--- src/rtl/core/msb_pkg.sv ---
// msb_pkg: shared types, codes and defaults for the multi stack bank.
// No dependencies; imported by every module of the block.
`timescale 1ns / 1ps
package msb_pkg;

	localparam int DEF_NUM_STACKS  = 4;
	localparam int DEF_STACK_DEPTH = 16;

	localparam logic [1:0] KIND_PUSH = 2'd0;
	localparam logic [1:0] KIND_POP  = 2'd1;
	localparam logic [1:0] KIND_PEEK = 2'd2;

	localparam logic [1:0] ST_DONE  = 2'd0;
	localparam logic [1:0] ST_FULL  = 2'd1;
	localparam logic [1:0] ST_EMPTY = 2'd2;

	localparam logic [31:0] EMPTY_WORD = 32'hFFFF_FFFF;

	localparam logic       REG_ENTRIES   = 1'b0;
	localparam logic [4:0] ENTRIES_RESET = 5'd16;

	typedef enum logic {
		S_IDLE,
		S_RESULT
	} state_t;

	// controller -> datapath
	typedef struct packed {
		logic accept;
		logic load_out;
	} cmd_t;

	// datapath -> controller
	typedef struct packed {
		logic out_free;
	} sts_t;

endpackage

--- src/rtl/core/msb_regs.sv ---
// msb_regs: APB-style configuration register (stack capacity).
// Depends on msb_pkg.
`timescale 1ns / 1ps
module msb_regs (
	input  logic        clk,
	input  logic        arst_n,
	input  logic        psel,
	input  logic        penable,
	input  logic        pwrite,
	input  logic [2:0]  paddr,
	input  logic [31:0] pwdata,
	output logic [31:0] prdata,
	output logic        pready,
	output logic [4:0]  entries_per_stack
);
	import msb_pkg::*;

	logic [4:0] entries_q;
	logic       hit;

	assign hit    = (paddr[2] == REG_ENTRIES);
	assign pready = 1'b1;

	always_ff @(posedge clk or negedge arst_n) begin
		if (!arst_n) begin
			entries_q <= ENTRIES_RESET;
		end else if (psel && penable && pwrite && hit) begin
			entries_q <= pwdata[4:0];
		end
	end

	assign prdata            = hit ? {27'd0, entries_q} : 32'd0;
	assign entries_per_stack = entries_q;

endmodule

--- src/rtl/core/msb_ctrl.sv ---
// msb_ctrl: sequencer for one operation at a time (accept, then result).
// Depends on msb_pkg.
`timescale 1ns / 1ps
module msb_ctrl (
	input  logic            clk,
	input  logic            arst_n,
	input  logic            in_valid,
	output logic            in_stall,
	input  msb_pkg::sts_t   sts,
	output msb_pkg::cmd_t   cmd
);
	import msb_pkg::*;

	state_t state_q, state_d;

	always_ff @(posedge clk or negedge arst_n) begin
		if (!arst_n) begin
			state_q <= S_IDLE;
		end else begin
			state_q <= state_d;
		end
	end

	always_comb begin
		state_d      = state_q;
		cmd.accept   = 1'b0;
		cmd.load_out = 1'b0;
		in_stall     = 1'b1;
		case (state_q)
			S_IDLE: begin
				in_stall   = 1'b0;
				cmd.accept = in_valid;
				if (in_valid) begin
					state_d = S_RESULT;
				end
			end
			S_RESULT: begin
				// wait here until the output register can take the word
				if (sts.out_free) begin
					cmd.load_out = 1'b1;
					state_d      = S_IDLE;
				end
			end
			default: state_d = S_IDLE;
		endcase
	end

endmodule

--- src/rtl/core/msb_dpath.sv ---
// msb_dpath: fill counts, shared entry memory and output register.
// Depends on msb_pkg; driven by msb_ctrl commands.
`timescale 1ns / 1ps
module msb_dpath #(
	parameter int NUM_STACKS  = msb_pkg::DEF_NUM_STACKS,
	parameter int STACK_DEPTH = msb_pkg::DEF_STACK_DEPTH
) (
	input  logic                 clk,
	input  logic                 arst_n,
	input  msb_pkg::cmd_t        cmd,
	output msb_pkg::sts_t        sts,
	input  logic [4:0]           entries_per_stack,
	input  logic [1:0]           kind,
	input  logic [1:0]           stack_select,
	input  logic signed [31:0]   push_value,
	output logic                 out_valid,
	input  logic                 out_stall,
	output logic signed [31:0]   read_value,
	output logic [1:0]           status
);
	import msb_pkg::*;

	localparam int SW    = (NUM_STACKS > 1) ? $clog2(NUM_STACKS) : 1;
	localparam int CW    = $clog2(STACK_DEPTH + 1);
	localparam int WORDS = NUM_STACKS * STACK_DEPTH;
	localparam int AW    = (WORDS > 1) ? $clog2(WORDS) : 1;

	logic [CW-1:0]  fill_q [NUM_STACKS];
	logic [31:0]    mem [WORDS];

	logic [31:0]    sel32, n32, lim32, base32, waddr32, raddr32;
	logic [SW-1:0]  sel_idx;
	logic [CW-1:0]  n;
	logic           in_range, is_push, is_rd, push_ok, rd_ok;
	logic [1:0]     st_d;

	logic [1:0]     st_s1;
	logic           use_mem_s1;
	logic [31:0]    rdata_q;
	logic           out_valid_q;
	logic [31:0]    out_value_q;
	logic [1:0]     out_status_q;

	assign sel32    = 32'(stack_select);
	assign sel_idx  = sel32[SW-1:0];
	assign in_range = (sel32 < 32'(NUM_STACKS));
	assign n        = in_range ? fill_q[sel_idx] : '0;
	assign n32      = 32'(n);
	// capacity above the built depth acts as the built depth
	assign lim32    = (32'(entries_per_stack) > 32'(STACK_DEPTH)) ?
	                  32'(STACK_DEPTH) : 32'(entries_per_stack);
	assign base32   = sel32 * 32'(STACK_DEPTH);
	assign waddr32  = base32 + n32;
	assign raddr32  = base32 + n32 - 32'd1;

	assign is_push  = (kind == KIND_PUSH);
	assign is_rd    = (kind == KIND_POP) || (kind == KIND_PEEK);
	assign push_ok  = is_push && in_range && (n32 < lim32);
	assign rd_ok    = is_rd && in_range && (n != '0);

	always_comb begin
		st_d = ST_DONE;
		if (is_push && !push_ok) begin
			st_d = ST_FULL;
		end else if (is_rd && !rd_ok) begin
			st_d = ST_EMPTY;
		end
	end

	always_ff @(posedge clk or negedge arst_n) begin
		if (!arst_n) begin
			for (int i = 0; i < NUM_STACKS; i++) begin
				fill_q[i] <= '0;
			end
		end else if (cmd.accept) begin
			if (push_ok) begin
				fill_q[sel_idx] <= n + CW'(1);
			end else if (rd_ok && (kind == KIND_POP)) begin
				fill_q[sel_idx] <= n - CW'(1);
			end
		end
	end

	// shared entry store, one write and one registered read per word
	always_ff @(posedge clk) begin
		if (cmd.accept && push_ok) begin
			mem[waddr32[AW-1:0]] <= push_value;
		end
		if (cmd.accept && rd_ok) begin
			rdata_q <= mem[raddr32[AW-1:0]];
		end
	end

	always_ff @(posedge clk) begin
		if (cmd.accept) begin
			st_s1      <= st_d;
			use_mem_s1 <= rd_ok;
		end
	end

	always_ff @(posedge clk or negedge arst_n) begin
		if (!arst_n) begin
			out_valid_q <= 1'b0;
		end else if (cmd.load_out) begin
			out_valid_q <= 1'b1;
		end else if (!out_stall) begin
			out_valid_q <= 1'b0;
		end
	end

	always_ff @(posedge clk) begin
		if (cmd.load_out) begin
			out_status_q <= st_s1;
			if (use_mem_s1) begin
				out_value_q <= rdata_q;
			end else if (st_s1 == ST_EMPTY) begin
				out_value_q <= EMPTY_WORD;
			end else begin
				out_value_q <= 32'd0;
			end
		end
	end

	assign sts.out_free = !out_valid_q || !out_stall;
	assign out_valid    = out_valid_q;
	assign read_value   = out_value_q;
	assign status       = out_status_q;

endmodule

--- src/rtl/core/multi_stack_bank.sv ---
// multi_stack_bank: top level of the LIFO stack bank.
// Depends on msb_pkg, msb_regs, msb_ctrl, msb_dpath.
//
// Usage:
//  - Input channel (in_valid / in_stall) carries one word per operation:
//    kind (push, pop, peek), stack_select and push_value.
//  - Output channel (out_valid / out_stall) returns one word per
//    operation: read_value and status (done, full, empty).
//  - APB port holds entries_per_stack, the per-stack capacity, at byte
//    address 0; write it only while the block is idle.
//  - A result word is loaded into the output register once that register
//    is free after its input is taken, and waits while a stall holds it.
//  - The next word is not taken until that result is loaded; the operation
//    reads its stack's fill count and issues a registered read of the entry
//    memory on accept, then the result is formed from the read data.
//  - A waiting result sits in the output register; the next input word is
//    taken meanwhile, and its result waits until the output register frees.
//  - Reset empties every stack (fill counts cleared) and sets capacity
//    to 16; memory contents are not cleared and need not be.
//  - A stalled receiver holds read_value and status steady.
`timescale 1ns / 1ps
module multi_stack_bank #(
	parameter int NUM_STACKS  = msb_pkg::DEF_NUM_STACKS,
	parameter int STACK_DEPTH = msb_pkg::DEF_STACK_DEPTH
) (
	input  logic               clk,
	input  logic               arst_n,
	// configuration
	input  logic               psel,
	input  logic               penable,
	input  logic               pwrite,
	input  logic [2:0]         paddr,
	input  logic [31:0]        pwdata,
	output logic [31:0]        prdata,
	output logic               pready,
	// operation words in
	input  logic               in_valid,
	output logic               in_stall,
	input  logic [1:0]         kind,
	input  logic [1:0]         stack_select,
	input  logic signed [31:0] push_value,
	// result words out
	output logic               out_valid,
	input  logic               out_stall,
	output logic signed [31:0] read_value,
	output logic [1:0]         status
);
	import msb_pkg::*;

	cmd_t       cmd;
	sts_t       sts;
	logic [4:0] entries_per_stack;

	msb_regs u_regs (
		.clk               (clk),
		.arst_n            (arst_n),
		.psel              (psel),
		.penable           (penable),
		.pwrite            (pwrite),
		.paddr             (paddr),
		.pwdata            (pwdata),
		.prdata            (prdata),
		.pready            (pready),
		.entries_per_stack (entries_per_stack)
	);

	// sequencer: idle -> result, one operation in flight
	msb_ctrl u_ctrl (
		.clk      (clk),
		.arst_n   (arst_n),
		.in_valid (in_valid),
		.in_stall (in_stall),
		.sts      (sts),
		.cmd      (cmd)
	);

	// counts, entry memory and output register
	msb_dpath #(
		.NUM_STACKS  (NUM_STACKS),
		.STACK_DEPTH (STACK_DEPTH)
	) u_dpath (
		.clk               (clk),
		.arst_n            (arst_n),
		.cmd               (cmd),
		.sts               (sts),
		.entries_per_stack (entries_per_stack),
		.kind              (kind),
		.stack_select      (stack_select),
		.push_value        (push_value),
		.out_valid         (out_valid),
		.out_stall         (out_stall),
		.read_value        (read_value),
		.status            (status)
	);

endmodule

--- config.mk ---
export PLATFORM = sky130hd
export DESIGN_NAME = multi_stack_bank
export DESIGN_NICKNAME = d
export VERILOG_FILES = /design/src/rtl/core/msb_pkg.sv /design/src/rtl/core/msb_regs.sv /design/src/rtl/core/msb_ctrl.sv /design/src/rtl/core/msb_dpath.sv /design/src/rtl/core/multi_stack_bank.sv
export SDC_FILE = /design/constraint.sdc
export NUM_CORES = 2
export LEC_CHECK = 0
export ABC_AREA = 1
export ABC_CLOCK_PERIOD_IN_PS = 8600
export BUFFER_PORTS_ARGS = -buffer_cell sky130_fd_sc_hd__clkbuf_2
export CORE_ASPECT_RATIO = 1.75
export CORE_MARGIN = 5
export CORE_UTILIZATION = 45
export DETAILED_ROUTE_END_ITERATION = 6
export GPL_ROUTABILITY_DRIVEN = 1
export GPL_TIMING_DRIVEN = 0
export PLACE_DENSITY_LB_ADDON = 0.2
export SLEW_MARGIN = 15
export SYNTH_ARGS = -nofsm -noshare
export SYNTH_HDL_FRONTEND = slang
export SYNTH_SLANG_ARGS = --single-unit
export TNS_END_PERCENT = 10
--- constraint.sdc ---
create_clock -name clk -period 8.6 [get_ports clk]
set_clock_uncertainty 0.05 [all_clocks]
set_input_delay 1.29 -clock clk [delete_from_list [all_inputs] [get_ports clk]]
set_output_delay 1.29 -clock clk [all_outputs]
set_load 0.02 [all_outputs]
==> flow_summary.toml <==
[finish]
final_cell_mix = "edfxtp_1 (2117), nand2_1 (1867), nand3_1 (1055), inv_1 (790), o211ai_1 (544)"
seq_area_um2 = 64200
fin_nets = 7957
syn_to_final_growth_pct = 14.8
fillCellCount = 16900
drive_gt1_share_pct = 11.4
final_util_pct = 51.8
multi_input_area_um2 = 19800
mostFrequentLayoutCell = "edfxtp_1"
fin_cells = 10600

[synth]
synth.area.top_cells = "edfxtp_1 (71%), nand2_1 (7.9%), nand3_1 (5.9%)"
synth_cells = 7440
syn-cell-area_um2 = 89000
synth_compound_area_share_pct = 6.46
ys_async_sr_fraction_pct = 1.26
yosys.cell_types.count = 38
synth-xor-area-share_pct = 0.0295
ys.flop_type = "edfxtp_1"
synth_top_cell_by_area = "edfxtp_1"
synth-adder-area-share_pct = 0.141
synth_simple_gate_area_share_pct = 15.0
ys_warn_count = 0
synth_top_area_share_pct = 71.5
yosys-mux-area-fraction_pct = 0
postSynthAreaPerCell_um2 = 12.0
synth-edff-count = 2117
seq_area_frac_synth_pct = 72.2
ys_ff_latch = 2144
synth_top_family_by_area = "simple AND/OR/NAND/NOR gates"

[drt]
ant_nets = 0
via_per_inst = 5.71
wl_per_cell_um = 30.0
routed_wl_um = 319000
via_count = 60800
first_pass_iters = 7
post-route-drc-count = 4
drtIter0Drc = 6724

[grt]
grtUsageMet2_pct = 52.1
met3_usage_pct = 4.26
grt_overflow = 0
top_usage_layer = "met2"
grt_max_degree = 65
antenna_found_initial = 16
track_usage_pct = 30.0
grt_pass1_vias = 59200
gr-usage-met1_pct = 33.0
grt_pass1_wl_um = 440000

[clock_network]
postCtsSetupBuffers = 0
root_buffer = "clkbuf_16"
numCtsBuffers = 197
clk_pin_slew_ps = 70
cts_buffer_depth = 4
clkSinkCount = 2144
cts.htree.levels = 4
worstSkewPairLatency_ps = 860
cts_hold_buf = 0
cts_resized = 0
tritoncts = "yes"

[timing]
whs_ps = 404
setup_violations = 0
rsz0062_at_grt = "no"
tightest_slew_ps = 1210
fin_crit_ps = 7160
fin_ws_ps = 1440
fmax_mhz = 140
slew_headroom_pct = 19.3
hold_viol = 0
slew_violations = 0
min_period_over_period_pct = 83.2

[place]
post-place-ws_ps = 809
numPortBuffers = 88
gp_congestion = 0.974
dp_hpwl_um = 228000
place_inst = 10300

[worst_setup_path]
worstRegToRegCells = 17
cp-start-kind = "primary input"
cp-end-kind = "register"
cp_max_fo = 11
path_class = "primary input to register"
cp.required_ps = 9240
arrival_ps = 7790

[floorplan]
core_area_um2 = 197000
start_util_pct = 45.1
die_height_um = 598
pin_count = 147
die_area_um2 = 207000
die_w_um = 346
placementRows = 216

[power_and_ir_drop]
leakagePower_uw = 0.0378
p_per_area_nw_per_um2 = 358
ir_drop_v = 0.000284
p_total_uw = 36600

[min_path]
whs_path_depth = 0
min_path_type = "register to register"

[run_status]
violations = "DRC"
outcome = "complete, but fails checks"

[job]
max_cap_viol_count = 0
-- routing by layer --
metal,share of wire [%],wire (um)
met1,34,107000
met2,50,159000
met3,7.1,22600
met4,9.6,30500
met5,0.0085,27
-- state kept, by name, indices dropped and copies added, names as in the netlist, named ones only --
register	flops
u_dpath.mem	2048
u_dpath.rdata_q	32
u_dpath.read_value	32
u_dpath.fill_q	16
u_regs.entries_per_stack	5
u_dpath.st_s1	2
u_dpath.status	2
u_ctrl.state_q	1
u_dpath.out_valid	1
u_dpath.use_mem_s1	1
-- through the flow --
step | TNS, ps | cell area, um^2
final | 0 | 102000
after global routing | 0 | 102000
after CTS | 0 | 102000
after detailed placement | 0 | 95900
after global placement | -46300 | 92800
after floorplan | 0 | 89100
-- layout make-up --
cell class                 instances  area share [%]
antenna                           12          0.0294
buffer                           493            2.41
clock buffer                     233            5.02
clock inverter                   113            1.03
inverter                         802            2.95
multi-input combinational       4027            19.4
sequential                      2144            62.9
tap                             2616            3.20
timing repair buffer             204            3.03
-- synthesized netlist by cell type (6+ instances only) --
cell type and number:
edfxtp_1 2117, nand2_2 8, inv_1 790, clkbuf_1 159, o211ai_1 544, o21ai_0 161
buf_6 6, a21oi_1 167, nand3b_1 64, nand2_1 1867, inv_2 10, ha_1 10
buf_1 7, buf_2 261, buf_4 59, nand3_1 1055, nor2_1 94, dfrtp_1 26
nand4_1 11
-- path summary, 6_finish.rpt --
path / startpoint / end / slack, ps
max reg2reg: register / u_dpath.rdata_q[19] / 1880
min: u_dpath.st_s1[1] / u_dpath.status[1] / 400
max in group asynchronous: arst_n / u_dpath.fill_q[7] / 7530
min in group asynchronous: arst_n / u_regs.entries_per_stack[2] / 470
min reg2reg: u_dpath.st_s1[1] / u_dpath.status[1] / 400
max: stack_select[0] / u_dpath.rdata_q[19] / 1440
-- where the power goes --
group	switching (uW)	internal, uW
clock network	3910	4820
logic	12400	3680
registers	58.1	11700
total	16300	20200
-- cell families (layout without fill, tap and decap cells) --
| kind of cell | after synthesis | count (layout) |
|---|---|---|
| adders and majority gates | 10 | 10 |
| DFF | 2144 | 2144 |
| buffers and inverters | 1295 | 1845 |
| and+or+nand+nor | 3111 | 3111 |
| xor gates and xnor gates | 3 | 3 |
| other | 2 | 40 |
| AOI/OAI and AO/OA | 875 | 875 |
-- worst max-delay path: stages --
cell and delay [ps]:
clkbuf_2 210, inv_2 140, nand2_1 80, nand2_1 110, nand2_1 320, nand2_2 220, inv_2 150, buf_2 630
buf_2 480, ha_1 360, clkbuf_1 930, clkbuf_2 750, clkbuf_1 780, nand2_1 160, nand3_1 160, nand3_1 100
nand3_1 300, nand3_1 380, nand2_1 190
Power figures use the tool's default switching activity.
